`config.mk`:
```
export PLATFORM = sky130hd
export DESIGN_NAME = multilevel_queue_scheduler
export DESIGN_NICKNAME = d
export VERILOG_FILES = /design/src/rtl/core/msched_pkg.sv /design/src/rtl/core/multilevel_queue_scheduler.sv /design/src/rtl/core/msched_fifo.sv /design/src/rtl/core/msched_dp.sv /design/src/rtl/core/msched_ctrl.sv
export SDC_FILE = /design/constraint.sdc
export NUM_CORES = 2
export LEC_CHECK = 0
export BUFFER_PORTS_ARGS = -buffer_cell sky130_fd_sc_hd__buf_4
export CAP_MARGIN = 0
export CORE_MARGIN = 8
export CORE_UTILIZATION = 63
export CTS_CLUSTER_DIAMETER = 50
export CTS_CLUSTER_SIZE = 30
export DETAILED_ROUTE_END_ITERATION = 6
export PLACE_DENSITY = 0.8
export SETUP_SLACK_MARGIN = 0.2
export SYNTH_ARGS = -nofsm -noshare
export SYNTH_HDL_FRONTEND = slang
export SYNTH_SLANG_ARGS = --single-unit
```
`constraint.sdc`:
```
create_clock -name clk -period 9.76 [get_ports clk]
set_clock_uncertainty 0.05 [all_clocks]
set_input_delay 1.464 -clock clk [delete_from_list [all_inputs] [get_ports clk]]
set_output_delay 1.464 -clock clk [all_outputs]
set_load 0.01 [all_outputs]
```
`src/rtl/core/msched_pkg.sv`:
```
// Shared types and constants for the multilevel queue scheduler.
package msched_pkg;

  localparam int TIME_W  = 32;
  localparam int BURST_W = 16;
  localparam int IDP_W   = 4;
  localparam int QUANT_W = 8;

  localparam logic [QUANT_W-1:0] QUANT_RESET = 8'd2;

  localparam logic ACT_ARRIVE = 1'b0;
  localparam logic ACT_TICK   = 1'b1;

  localparam logic LVL_RR   = 1'b0;
  localparam logic LVL_FCFS = 1'b1;

  // Commands from the controller to the datapath.
  typedef struct packed {
    logic arrive;
    logic tick_begin;
    logic rd_task;
    logic rd_head;
    logic idle_tick;
    logic pop;
    logic run;
    logic load_out;
  } dp_cmd_t;

  // Status from the datapath to the controller.
  typedef struct packed {
    logic slot_active;
    logic rr_nonempty;
    logic fcfs_nonempty;
    logic out_free;
  } dp_stat_t;

  // Per-task entry written once at arrival.
  typedef struct packed {
    logic [TIME_W-1:0]  arrival;
    logic [BURST_W-1:0] burst;
  } task_info_t;

  // Per-task entry updated as the task runs.
  typedef struct packed {
    logic [BURST_W-1:0] remaining;
    logic               started;
    logic [TIME_W-1:0]  first_run;
  } task_run_t;

endpackage

```
`src/rtl/core/multilevel_queue_scheduler.sv`:
```
// Top level of the two-level (round-robin over first-come) task scheduler.
//
// Usage: requests enter on the in_ channel (valid/ready). An arrival request
// (in_action = 0) registers a task id with its burst and level and appends it
// to the round-robin or the first-come queue; it produces no result. A tick
// request (in_action = 1) advances time by one unit and produces exactly one
// result request on the out_ channel describing what ran during that unit.
// The quantum register is written through cfg_we/cfg_wdata while idle.
//
// Timing: arrivals stream at one per cycle while no tick is in progress.
// A tick goes from acceptance to a select state, then for a new slot to a
// pop state after the registered queue head read, to a run state after the
// registered task table read and to an output state; an open slot skips
// the pop state, and with nothing to run a tick goes straight to output.
// The result is loaded into the output register in the output state and
// shows on out_valid in the next cycle. The output register decouples the
// channels: arrivals are still accepted while a result waits, and a tick
// only holds in its output state if the previous result is not yet taken.
// Reset (rst_n low, synchronous) empties both queues, clears all active
// tasks, sets time to zero and the quantum to 2; there is no clearing pass.
module multilevel_queue_scheduler import msched_pkg::*; #(
  parameter int MAX_TASKS = 16
) (
  input  logic               clk,
  input  logic               rst_n,
  input  logic               cfg_we,
  input  logic [QUANT_W-1:0] cfg_wdata,
  input  logic               in_valid,
  output logic               in_ready,
  input  logic               in_action,
  input  logic [IDP_W-1:0]   in_task_id,
  input  logic               in_queue_level,
  input  logic [BURST_W-1:0] in_burst_length,
  output logic               out_valid,
  input  logic               out_ready,
  output logic               out_idle,
  output logic [IDP_W-1:0]   out_running_id,
  output logic               out_slot_start,
  output logic               out_finished,
  output logic [TIME_W-1:0]  out_completion_time,
  output logic [TIME_W-1:0]  out_turnaround,
  output logic [TIME_W-1:0]  out_waiting,
  output logic [TIME_W-1:0]  out_response
);

  // The controller issues one command per cycle; the datapath reports back
  // slot and queue occupancy and whether the result register can be loaded.
  dp_cmd_t  cmd;
  dp_stat_t stat;

  msched_ctrl u_ctrl (
    .clk         (clk),
    .rst_n       (rst_n),
    .in_valid_i  (in_valid),
    .in_action_i (in_action),
    .stat_i      (stat),
    .cmd_o       (cmd),
    .in_ready_o  (in_ready)
  );

  // The datapath holds the time base, the per-task tables, both queues and
  // the result register that feeds the out_ channel.
  msched_dp #(.MAX_TASKS(MAX_TASKS)) u_dp (
    .clk                   (clk),
    .rst_n                 (rst_n),
    .cmd_i                 (cmd),
    .stat_o                (stat),
    .cfg_we_i              (cfg_we),
    .cfg_wdata_i           (cfg_wdata),
    .in_task_id_i          (in_task_id),
    .in_queue_level_i      (in_queue_level),
    .in_burst_length_i     (in_burst_length),
    .out_ready_i           (out_ready),
    .out_valid_o           (out_valid),
    .out_idle_o            (out_idle),
    .out_running_id_o      (out_running_id),
    .out_slot_start_o      (out_slot_start),
    .out_finished_o        (out_finished),
    .out_completion_time_o (out_completion_time),
    .out_turnaround_o      (out_turnaround),
    .out_waiting_o         (out_waiting),
    .out_response_o        (out_response)
  );

endmodule

```
`src/rtl/core/msched_fifo.sv`:
```
// Task id FIFO with a registered head read.
module msched_fifo import msched_pkg::*; #(
  parameter int DEPTH  = 16,
  parameter int DATA_W = 4
) (
  input  logic              clk,
  input  logic              rst_n,
  input  logic              push_i,
  input  logic [DATA_W-1:0] push_data_i,
  input  logic              pop_i,
  input  logic              rd_i,
  output logic [DATA_W-1:0] head_o,
  output logic              nonempty_o
);

  localparam int PTR_W = (DEPTH > 1) ? $clog2(DEPTH) : 1;
  localparam int CNT_W = $clog2(DEPTH + 1);

  logic [DATA_W-1:0] mem [DEPTH];
  logic [DATA_W-1:0] head_q;
  logic [PTR_W-1:0]  head_r, head_nxt, tail_r, tail_nxt;
  logic [CNT_W-1:0]  count_r, count_nxt;
  logic              push_ok, pop_ok;

  function automatic logic [PTR_W-1:0] ptr_inc(input logic [PTR_W-1:0] p);
    return (p == PTR_W'(DEPTH - 1)) ? '0 : p + 1'b1;
  endfunction

  assign push_ok = push_i && (count_r != CNT_W'(DEPTH));
  assign pop_ok  = pop_i && (count_r != '0);

  always_comb begin
    head_nxt  = pop_ok ? ptr_inc(head_r) : head_r;
    tail_nxt  = push_ok ? ptr_inc(tail_r) : tail_r;
    count_nxt = count_r + CNT_W'(push_ok) - CNT_W'(pop_ok);
  end

  always_ff @(posedge clk) begin
    if (!rst_n) begin
      head_r  <= '0;
      tail_r  <= '0;
      count_r <= '0;
    end else begin
      head_r  <= head_nxt;
      tail_r  <= tail_nxt;
      count_r <= count_nxt;
    end
  end

  always_ff @(posedge clk) begin
    if (push_ok) begin
      mem[tail_r] <= push_data_i;
    end
    if (rd_i) begin
      head_q <= mem[head_r];
    end
  end

  assign head_o     = head_q;
  assign nonempty_o = (count_r != '0);

endmodule

```
`src/rtl/core/msched_dp.sv`:
```
// Scheduler datapath: task tables, queues, time base and result register.
module msched_dp import msched_pkg::*; #(
  parameter int MAX_TASKS = 16
) (
  input  logic               clk,
  input  logic               rst_n,
  input  dp_cmd_t            cmd_i,
  output dp_stat_t           stat_o,
  input  logic               cfg_we_i,
  input  logic [QUANT_W-1:0] cfg_wdata_i,
  input  logic [IDP_W-1:0]   in_task_id_i,
  input  logic               in_queue_level_i,
  input  logic [BURST_W-1:0] in_burst_length_i,
  input  logic               out_ready_i,
  output logic               out_valid_o,
  output logic               out_idle_o,
  output logic [IDP_W-1:0]   out_running_id_o,
  output logic               out_slot_start_o,
  output logic               out_finished_o,
  output logic [TIME_W-1:0]  out_completion_time_o,
  output logic [TIME_W-1:0]  out_turnaround_o,
  output logic [TIME_W-1:0]  out_waiting_o,
  output logic [TIME_W-1:0]  out_response_o
);

  localparam int ID_W = $clog2(MAX_TASKS);

  task_info_t info_mem [MAX_TASKS];
  task_run_t  run_mem  [MAX_TASKS];
  task_info_t info_q;
  task_run_t  run_q;

  logic [MAX_TASKS-1:0] active_r;
  logic [QUANT_W-1:0]   quantum_r;
  logic [TIME_W-1:0]    now_r;
  logic [ID_W-1:0]      cur_r;
  logic                 cur_level_r;
  logic                 slot_active_r;
  logic [BURST_W-1:0]   slot_left_r;
  logic                 requeue_r;
  logic                 slot_start_r;
  logic                 res_idle_r;
  logic                 res_fin_r;
  logic [TIME_W-1:0]    comp_r, tat_r, resp_r;
  logic [BURST_W-1:0]   burst_r;
  logic                 out_valid_r;

  logic [ID_W-1:0]      arr_idx;
  logic                 arrive_ok;
  logic                 requeue_push;
  logic                 rr_push, fcfs_push;
  logic [ID_W-1:0]      push_id;
  logic [ID_W-1:0]      rr_head, fcfs_head, pop_id;
  logic                 rr_ne, fcfs_ne;
  logic                 rd_en;
  logic [ID_W-1:0]      rd_addr;
  logic                 run_we;
  logic [ID_W-1:0]      run_waddr;
  task_run_t            run_wdata;

  logic [QUANT_W-1:0]   q_eff;
  logic [BURST_W-1:0]   q_ext, sl_open, sl_cur, sl_nxt, rem_nxt;
  logic [TIME_W-1:0]    now_nxt, first_t;
  logic                 fin;

  // Arrival qualification: id inside the table, nonzero burst, not already active.
  assign arr_idx   = ID_W'(in_task_id_i);
  assign arrive_ok = cmd_i.arrive && (32'(in_task_id_i) < MAX_TASKS)
                     && (in_burst_length_i != '0) && !active_r[arr_idx];

  assign requeue_push = cmd_i.tick_begin && requeue_r;
  assign rr_push   = (arrive_ok && (in_queue_level_i == LVL_RR))
                     || (requeue_push && (cur_level_r == LVL_RR));
  assign fcfs_push = (arrive_ok && (in_queue_level_i == LVL_FCFS))
                     || (requeue_push && (cur_level_r == LVL_FCFS));
  assign push_id   = arrive_ok ? arr_idx : cur_r;

  msched_fifo #(.DEPTH(MAX_TASKS), .DATA_W(ID_W)) u_rr_fifo (
    .clk         (clk),
    .rst_n       (rst_n),
    .push_i      (rr_push),
    .push_data_i (push_id),
    .pop_i       (cmd_i.pop && rr_ne),
    .rd_i        (cmd_i.rd_head),
    .head_o      (rr_head),
    .nonempty_o  (rr_ne)
  );

  msched_fifo #(.DEPTH(MAX_TASKS), .DATA_W(ID_W)) u_fcfs_fifo (
    .clk         (clk),
    .rst_n       (rst_n),
    .push_i      (fcfs_push),
    .push_data_i (push_id),
    .pop_i       (cmd_i.pop && !rr_ne),
    .rd_i        (cmd_i.rd_head),
    .head_o      (fcfs_head),
    .nonempty_o  (fcfs_ne)
  );

  // The round-robin queue always wins over the first-come queue.
  assign pop_id  = rr_ne ? rr_head : fcfs_head;
  assign rd_en   = cmd_i.rd_task || cmd_i.pop;
  assign rd_addr = cmd_i.pop ? pop_id : cur_r;

  // One tick of execution on the current task.
  always_comb begin
    q_eff   = (quantum_r == '0) ? QUANT_W'(1) : quantum_r;
    q_ext   = BURST_W'(q_eff);
    sl_open = ((cur_level_r == LVL_FCFS) || (run_q.remaining < q_ext))
              ? run_q.remaining : q_ext;
    sl_cur  = slot_start_r ? sl_open : slot_left_r;
    sl_nxt  = sl_cur - 1'b1;
    rem_nxt = run_q.remaining - 1'b1;
    now_nxt = now_r + 1'b1;
    first_t = run_q.started ? run_q.first_run : now_r;
    fin     = (rem_nxt == '0);
  end

  always_comb begin
    run_we    = arrive_ok || cmd_i.run;
    run_waddr = cmd_i.run ? cur_r : arr_idx;
    if (cmd_i.run) begin
      run_wdata = '{remaining: rem_nxt, started: 1'b1, first_run: first_t};
    end else begin
      run_wdata = '{remaining: in_burst_length_i, started: 1'b0, first_run: now_r};
    end
  end

  always_ff @(posedge clk) begin
    if (arrive_ok) begin
      info_mem[arr_idx] <= '{arrival: now_r, burst: in_burst_length_i};
    end
    if (run_we) begin
      run_mem[run_waddr] <= run_wdata;
    end
    if (rd_en) begin
      info_q <= info_mem[rd_addr];
      run_q  <= run_mem[rd_addr];
    end
  end

  always_ff @(posedge clk) begin
    if (!rst_n) begin
      active_r      <= '0;
      quantum_r     <= QUANT_RESET;
      now_r         <= '0;
      cur_r         <= '0;
      cur_level_r   <= LVL_RR;
      slot_active_r <= 1'b0;
      slot_left_r   <= '0;
      requeue_r     <= 1'b0;
      slot_start_r  <= 1'b0;
      res_idle_r    <= 1'b0;
      res_fin_r     <= 1'b0;
      out_valid_r   <= 1'b0;
    end else begin
      if (cfg_we_i) begin
        quantum_r <= cfg_wdata_i;
      end
      if (arrive_ok) begin
        active_r[arr_idx] <= 1'b1;
      end
      if (cmd_i.tick_begin) begin
        requeue_r <= 1'b0;
      end
      if (cmd_i.rd_task) begin
        slot_start_r <= 1'b0;
      end
      if (cmd_i.idle_tick) begin
        now_r        <= now_nxt;
        res_idle_r   <= 1'b1;
        res_fin_r    <= 1'b0;
        slot_start_r <= 1'b0;
      end
      if (cmd_i.pop) begin
        cur_r         <= pop_id;
        cur_level_r   <= rr_ne ? LVL_RR : LVL_FCFS;
        slot_active_r <= 1'b1;
        slot_start_r  <= 1'b1;
      end
      if (cmd_i.run) begin
        now_r       <= now_nxt;
        slot_left_r <= sl_nxt;
        res_idle_r  <= 1'b0;
        res_fin_r   <= fin;
        if (fin) begin
          active_r[cur_r] <= 1'b0;
          slot_active_r   <= 1'b0;
        end else if (sl_nxt == '0) begin
          slot_active_r <= 1'b0;
          requeue_r     <= 1'b1;
        end
      end
      if (cmd_i.load_out) begin
        out_valid_r <= 1'b1;
      end else if (out_ready_i) begin
        out_valid_r <= 1'b0;
      end
    end
  end

  always_ff @(posedge clk) begin
    if (cmd_i.run) begin
      comp_r  <= now_nxt;
      tat_r   <= now_nxt - info_q.arrival;
      resp_r  <= first_t - info_q.arrival;
      burst_r <= info_q.burst;
    end
    if (cmd_i.load_out) begin
      out_idle_o            <= res_idle_r;
      out_running_id_o      <= res_idle_r ? '0 : IDP_W'(cur_r);
      out_slot_start_o      <= slot_start_r && !res_idle_r;
      out_finished_o        <= res_fin_r;
      out_completion_time_o <= res_fin_r ? comp_r : '0;
      out_turnaround_o      <= res_fin_r ? tat_r : '0;
      out_waiting_o         <= res_fin_r ? (tat_r - TIME_W'(burst_r)) : '0;
      out_response_o        <= res_fin_r ? resp_r : '0;
    end
  end

  assign out_valid_o          = out_valid_r;
  assign stat_o.slot_active   = slot_active_r;
  assign stat_o.rr_nonempty   = rr_ne;
  assign stat_o.fcfs_nonempty = fcfs_ne;
  assign stat_o.out_free      = !out_valid_r || out_ready_i;

`ifndef SYNTHESIS
  a_run_on_active: assert property (@(posedge clk) disable iff (!rst_n)
    cmd_i.run |-> active_r[cur_r])
    else $error("execution step on a task that is not active");

  a_slot_xor_requeue: assert property (@(posedge clk) disable iff (!rst_n)
    !(slot_active_r && requeue_r))
    else $error("open slot while a requeue is still pending");

  a_slot_task_active: assert property (@(posedge clk) disable iff (!rst_n)
    slot_active_r |-> active_r[cur_r])
    else $error("open slot holds an inactive task");
`endif

endmodule

```
`src/rtl/core/msched_ctrl.sv`:
```
// Scheduler controller: sequences arrivals and ticks through the datapath.
module msched_ctrl import msched_pkg::*; (
  input  logic     clk,
  input  logic     rst_n,
  input  logic     in_valid_i,
  input  logic     in_action_i,
  input  dp_stat_t stat_i,
  output dp_cmd_t  cmd_o,
  output logic     in_ready_o
);

  localparam logic [2:0] S_IDLE = 3'd0;
  localparam logic [2:0] S_SEL  = 3'd1;
  localparam logic [2:0] S_POP  = 3'd2;
  localparam logic [2:0] S_RUN  = 3'd3;
  localparam logic [2:0] S_OUT  = 3'd4;

  logic [2:0] state_r, state_nxt;

  always_comb begin
    cmd_o     = '0;
    state_nxt = state_r;
    unique case (state_r)
      S_IDLE: begin
        if (in_valid_i) begin
          if (in_action_i == ACT_TICK) begin
            cmd_o.tick_begin = 1'b1;
            state_nxt        = S_SEL;
          end else begin
            cmd_o.arrive = 1'b1;
          end
        end
      end
      S_SEL: begin
        priority if (stat_i.slot_active) begin
          cmd_o.rd_task = 1'b1;
          state_nxt     = S_RUN;
        end else if (stat_i.rr_nonempty || stat_i.fcfs_nonempty) begin
          cmd_o.rd_head = 1'b1;
          state_nxt     = S_POP;
        end else begin
          cmd_o.idle_tick = 1'b1;
          state_nxt       = S_OUT;
        end
      end
      S_POP: begin
        cmd_o.pop = 1'b1;
        state_nxt = S_RUN;
      end
      S_RUN: begin
        cmd_o.run = 1'b1;
        state_nxt = S_OUT;
      end
      S_OUT: begin
        if (stat_i.out_free) begin
          cmd_o.load_out = 1'b1;
          state_nxt      = S_IDLE;
        end
      end
      default: begin
        state_nxt = S_IDLE;
      end
    endcase
  end

  always_ff @(posedge clk) begin
    if (!rst_n) begin
      state_r <= S_IDLE;
    end else begin
      state_r <= state_nxt;
    end
  end

  assign in_ready_o = (state_r == S_IDLE);

`ifndef SYNTHESIS
  a_pop_after_select: assert property (@(posedge clk) disable iff (!rst_n)
    (state_r == S_POP) |-> ($past(state_r) == S_SEL))
    else $error("queue pop without a preceding head read");
`endif

endmodule

```
Yosys cells after proc, flatten, opt, wreduce, memory -nomap -nowiden --
Memory sizes are Yosys's and may differ from the RTL's. A register that Yosys moved wholly into a read port is not among the register bits. Cells that the tools add are included.
Word-level totals: output and inout bits 137, memory bits (writable) 1680, bits in registers 359, bits of input ports 35, memories 4, word-level logic and storage cells 180
Memories:
- u_dp.run_mem | words 16, width 49, read ports 1, clocked after Yosys merged registers in 1, write ports 1, RTL line msched_dp.sv:29 | task_run_t run_mem [MAX_TASKS];
- u_dp.info_mem | words 16, width 48, read ports 1, clocked after Yosys merged registers in 1, write ports 1, RTL line msched_dp.sv:28 | task_info_t info_mem [MAX_TASKS];
- u_dp.u_fcfs_fifo.mem | words 16, width 4, read ports 1, clocked after Yosys merged registers in 1, write ports 1, RTL line msched_fifo.sv:19 | logic [DATA_W-1:0] mem [DEPTH];
- u_dp.u_rr_fifo.mem | words 16, width 4, read ports 1, clocked after Yosys merged registers in 1, write ports 1, RTL line msched_fifo.sv:19
Cells by class: add/subtract/negate cells 14, muxes and demuxes 68, reductions and logical operators 39, bitwise operators 6, order comparisons 5, equal/unequal tests 13
Operators by type and width (count):
- 16-bit two-way mux | 6
- 32-bit two-way mux | 3
- 32-bit subtractor | 2
- 49-bit two-way mux | 1
- 1-bit two-way mux | 36
- 32-bit by 1-bit adder with 32-bit output, second input constant | 1
- 16-bit logical NOT | 2
- 4-bit two-way mux | 8
- 16-bit by 1-bit subtractor with 16-bit output, second input constant | 2
- 32-bit by 16-bit subtractor with 32-bit output | 1
- 3-bit two-way mux | 6
- 4-bit by 1-bit adder with 4-bit output, second input constant | 4
- 16-bit AND | 1
- 4-bit == test, second input constant | 4
- 1-bit logical AND | 16
- 16-bit by 8-bit less-than comparator with 1-bit output | 1
- 16-bit NOT | 1
- 16-bit OR | 1
- 16-bit nonzero test | 1
- 3-bit case mux with 5 select lines | 1
- 5-bit by 1-bit adder with 5-bit output | 2
- 4-bit by 5-bit less-than comparator with 1-bit output, second input constant | 2
- 5-bit inequality test, second input constant | 2
- 5-bit nonzero test | 2
- 20 further kinds | 39

Logic depth before layout (Yosys ltp) --
depth after elaboration 11, gate-level depth with buffers 18, mapped depth without buffers 17

Cells and area by module --
Synthesis repeated with hierarchy kept, for this count alone.
Unflattened totals: cell total of the unflattened synthesis 4893, area, all modules 87610.3 sq um
By module, submodules not included:
- msched_dp | cells an instance 4428, area each 80573.5 sq um, sequential area each 58596.2 sq um, instances 1
- msched_fifo | cells an instance 219, area each 3407.0 sq um, sequential area each 2302.2 sq um, instances 2
- msched_ctrl | cells an instance 27, area each 222.7 sq um, sequential area each 60.1 sq um, instances 1

Worst setup path before layout --
OpenSTA, ideal clock, no wires.
kind input port to flip-flop, start point input out_ready, end point register u_dp.out_completion_time_o[0], enable pin, required time 9.063 ns, path slack 1.565 ns, arrival time 7.498 ns, stages on the path 2, buffers on the path 0, cells stage by stage nor2b_1 nor2b_1
RTL lines:
- start: declaration | RTL line multilevel_queue_scheduler.sv:35 | input logic out_ready,
- end signal: assignment | RTL line msched_dp.sv:214 | out_completion_time_o <= res_fin_r ? comp_r : '0;
- end: declaration | RTL line msched_dp.sv:20 | output logic [TIME_W-1:0] out_completion_time_o,

Worst setup path in the final report --
start point register u_dp.now_r[0], end point register u_dp.tat_r[31] (data pin)
Between the ends: longest elaborated chain between the ends 2
Ends and longest elaborated chain:
- start: declaration | RTL line msched_dp.sv:35 | logic [TIME_W-1:0] now_r;
- start signal: assignment | RTL line msched_dp.sv:170 | now_r <= now_nxt;
- start signal: assignment | RTL line msched_dp.sv:182 | now_r <= now_nxt;
- 32-bit by 1-bit adder with 32-bit output | RTL line msched_dp.sv:114 | now_nxt = now_r + 1'b1;
- via u_dp.now_nxt[10] | RTL line msched_dp.sv:63 | logic [TIME_W-1:0] now_nxt, first_t;
- 32-bit subtractor | RTL line msched_dp.sv:205 | tat_r <= now_nxt - info_q.arrival;
- end signal: assignment | RTL line msched_dp.sv:205
- end: declaration | RTL line msched_dp.sv:44 | logic [TIME_W-1:0] comp_r, tat_r, resp_r;
The timed path passes the listed nets, and every way through them passes these cells. A chain may end at the register's enable or synchronous reset.

==> flow_summary.yaml <==
flow_run:
  max_cap_viol_count: 0
clock_network:
  ctsHtreeMaxLevel: 4
  cts_repair_resize_count: 0
  clk_latency_ns: 0.82
  hold_buffers: 0
  clock-sinks: 2144
  postCtsSetupBuffers: 0
  cts_buffer_depth: 3
  clk_pin_slew_ns: 0.07
  tritoncts: "built"
  root_buffer: "clkbuf_16"
  cts_buffers: 151
floorplanning:
  start_util_pct: 63.1
  core_mm2: 0.139
  rows: 137
  io_pins: 172
  die-area_mm2: 0.151
  die_h_um: 389
  fp.dieW_um: 389
run_status:
  violations: "DRC"
  status: "finished, violations left"
route:
  wl_um: 204000
  dr.first_iter.drc_count: 5485
  wl_per_cell_um: 29.2
  vias_per_cell: 6.62
  drc_errors: 3
  postRouteAntennaNets: 0
  vias: 46300
  dr.pass1.iters: 7
layout:
  final_nets: 5214
  drive_gt1_share_pct: 20.9
  fin_area_mm2: 0.0969
  synthToLayoutAreaGrowth_pct: 10.6
  diodes: 0
  most-common-layout-cells: "2032 x edfxtp_1, 433 x mux4_2, 267 x buf_4"
  n_fill_cell: 8330
  final_common_cell: "edfxtp_1"
yosys:
  ys_seq_area_share_pct: 72.2
  ys_types: 88
  syn_area_per_cell_um2: 17.9
  syn-instance-count: 4882
  synth_ff_type: "edfxtp_1"
  netlist_area_mm2: 0.0876
  synth-warning-count: 0
  synth_edf_count: 2032
  ys_ff_latch: 2144
  async_reset_ff_share_pct: 0
  synth_nets: 5034
global_routing:
  antenna_found_initial: 5
  grt_usage_pct: 26.7
  grt_max_degree: 128
  grt_first_pass_wirelength_um: 300000
  grt.overflow.total: 0
  grt_pass1_vias: 46400
timing:
  final_max_slew_viol_count: 0
  tightest_slew_ns: 1.45
  setup_violations: 0
  fmax_ghz: 0.177
  grt_setup_unrepaired: "false"
  finalCritPeriodShare_pct: 57.9
  setup_tns_ns: 0
  hold_viol: 0
  relSlewSlack_pct: 2.43
  layout_min_cycle_time_ns: 5.65
worst_hold_path:
  hp-start: "u_dp.info_q[7]$_DFFE_PP_"
  hold-path-cell-count: 0
  holdPathEnd: "u_dp.burst_r[7]$_DFFE_PP_"
  hp-class: "reg -> reg"
power_and_ir_drop:
  worst_ir_drop_vdd_uv: 293
  power_leakage_nw: 31.7
  power_density_mw_per_mm2: 229
  total_power_w: 0.0221
worst_setup_path:
  r2r-start: "u_dp.now_r[0]$_SDFFE_PN0N_"
  worstReg2RegEnd: "u_dp.tat_r[31]$_DFFE_PP_"
  path_class: "reg -> reg"
  cp.required_ns: 10.34
  startpoint_type: "flop"
  reg2reg_depth: 17
  reg2reg_slack_ns: 4.11
  crit_arrival_ns: 6.23
  critPathMaxFanout: 24
  endpoint_kind: "flop"
placed_design:
  hpwl_um: 123000
  place_congestion: 0.901
  postPlaceCellArea_mm2: 0.0913
  port_buffers: 171
## worst max-delay path, stage by stage, from the launching register on
cell,delay (ns)
dfxtp_1,0.95
ha_1,0.34
nand3_1,0.21
nor2_1,0.36
and2_1,0.33
nand3_1,0.13
xnor2_1,0.17
ha_1,0.37
a21oi_1,0.16
o21ai_0,0.11
nor2b_1,0.14
a2111oi_0,0.68
nor3_1,0.21
o221ai_1,0.36
a21oi_1,0.16
o41ai_2,0.36
o21ai_0,0.19
a211oi_1,0.20
## cell families after synthesis
group,count (synthesis),share of synthesized area [%]
multiplexers,579,12.8
AO/OA/AOI/OAI,558,4.19
buffers and inverters,354,1.64
flip-flops,2144,72.2
adder cells (fa/ha/maj),117,1.71
XOR/XNOR,168,1.69
AND/OR/NAND/NOR,962,5.73
## state kept, by name (all words and copies together) (netlist names), 32 cells and up
name	flops
u_dp.run_mem	784
u_dp.info_mem	768
u_dp.u_fcfs_fifo.mem	64
u_dp.u_rr_fifo.mem	64
u_dp.run_q	49
u_dp.info_q	48
u_dp.comp_r	32
u_dp.now_r	32
u_dp.out_completion_time_o	32
u_dp.out_response_o	32
u_dp.out_turnaround_o	32
u_dp.out_waiting_o	32
u_dp.resp_r	32
u_dp.tat_r	32
## cell type report
| cell class | instances | area, um^2 | area share [%] |
|---|---|---|---|
| inverter | 109 | 419 | 0.433 |
| sequential | 2144 | 63300 | 65.3 |
| multi-input combinational | 2384 | 23200 | 24.0 |
| clock inverter | 115 | 1620 | 1.68 |
| timing repair buffer | 272 | 2100 | 2.17 |
| clock buffer | 166 | 3960 | 4.09 |
| tap | 1807 | 2260 | 2.33 |
## synthesized netlist by cell type (116+ instances only)
cell type  number  area share, %
mux4_2        433             11
and2_1        149            1.1
nor2_1        179           0.77
clkbuf_1      160           0.69
edfxtp_1     2032             70
nor2b_1       137           0.98
mux2i_1       116            1.3
nand2_1       241            1.0
xnor2_1       120            1.2
a21oi_1       171           0.98
## metrics by stage
step           utilization, %  setup WS, ns  hold slack (ns)  std cells
2_1_floorplan               -          1.56            0.350       4882
3_3_place_gp             65.7          4.08            0.357       6716
3_5_place_dp             65.7          4.04            0.360       6716
4_1_cts                  69.8          4.12            0.377       6997
5_1_grt                  69.8          3.61            0.390       6997
6_report                 69.8          4.11            0.375       6997
## report_power, final
| part | leakage, nW | switching (W) | internal (W) |
|---|---|---|---|
| Sequential | 19.3 | 0.000159 | 0.0104 |
| Combinational | 9.69 | 0.00266 | 0.00189 |
| Clock | 2.69 | 0.00343 | 0.00356 |
## how the worst max path moves through the flow
| stage | startpoint | end | slack, ns | depth (start not counted) |
|---|---|---|---|---|
| floorplan | out_ready | u_dp.out_completion_time_o[0]$_SDFFCE_PN0P_ | 1.56 | 2 |
| global placement | in_task_id[0] | u_dp.u_rr_fifo.count_r[4]$_SDFF_PN0_ | 4.08 | 17 |
| detailed placement | in_task_id[0] | u_dp.run_mem[4][26]$_DFFE_PP_ | 4.04 | 9 |
| CTS | u_dp.now_r[0]$_SDFFE_PN0N_ | u_dp.tat_r[31]$_DFFE_PP_ | 4.12 | 17 |
| global route | u_dp.now_r[0]$_SDFFE_PN0N_ | u_dp.tat_r[31]$_DFFE_PP_ | 3.61 | 17 |
| finish | u_dp.now_r[0]$_SDFFE_PN0N_ | u_dp.tat_r[31]$_DFFE_PP_ | 4.11 | 17 |
## per-layer routing
| metal | GRT usage, % | vias up | wire [um] |
|---|---|---|---|
| met2 | 43.1 | 2640 | 98700 |
| met1 | 36.7 | 23600 | 76800 |
| li1 | - | 19600 | - |
| met3 | 5.49 | 366 | 21000 |
| met5 | 0 | - | 13 |
| met4 | 9.35 | 2 | 7520 |
Note: power is estimated with default switching activity, not from simulation.
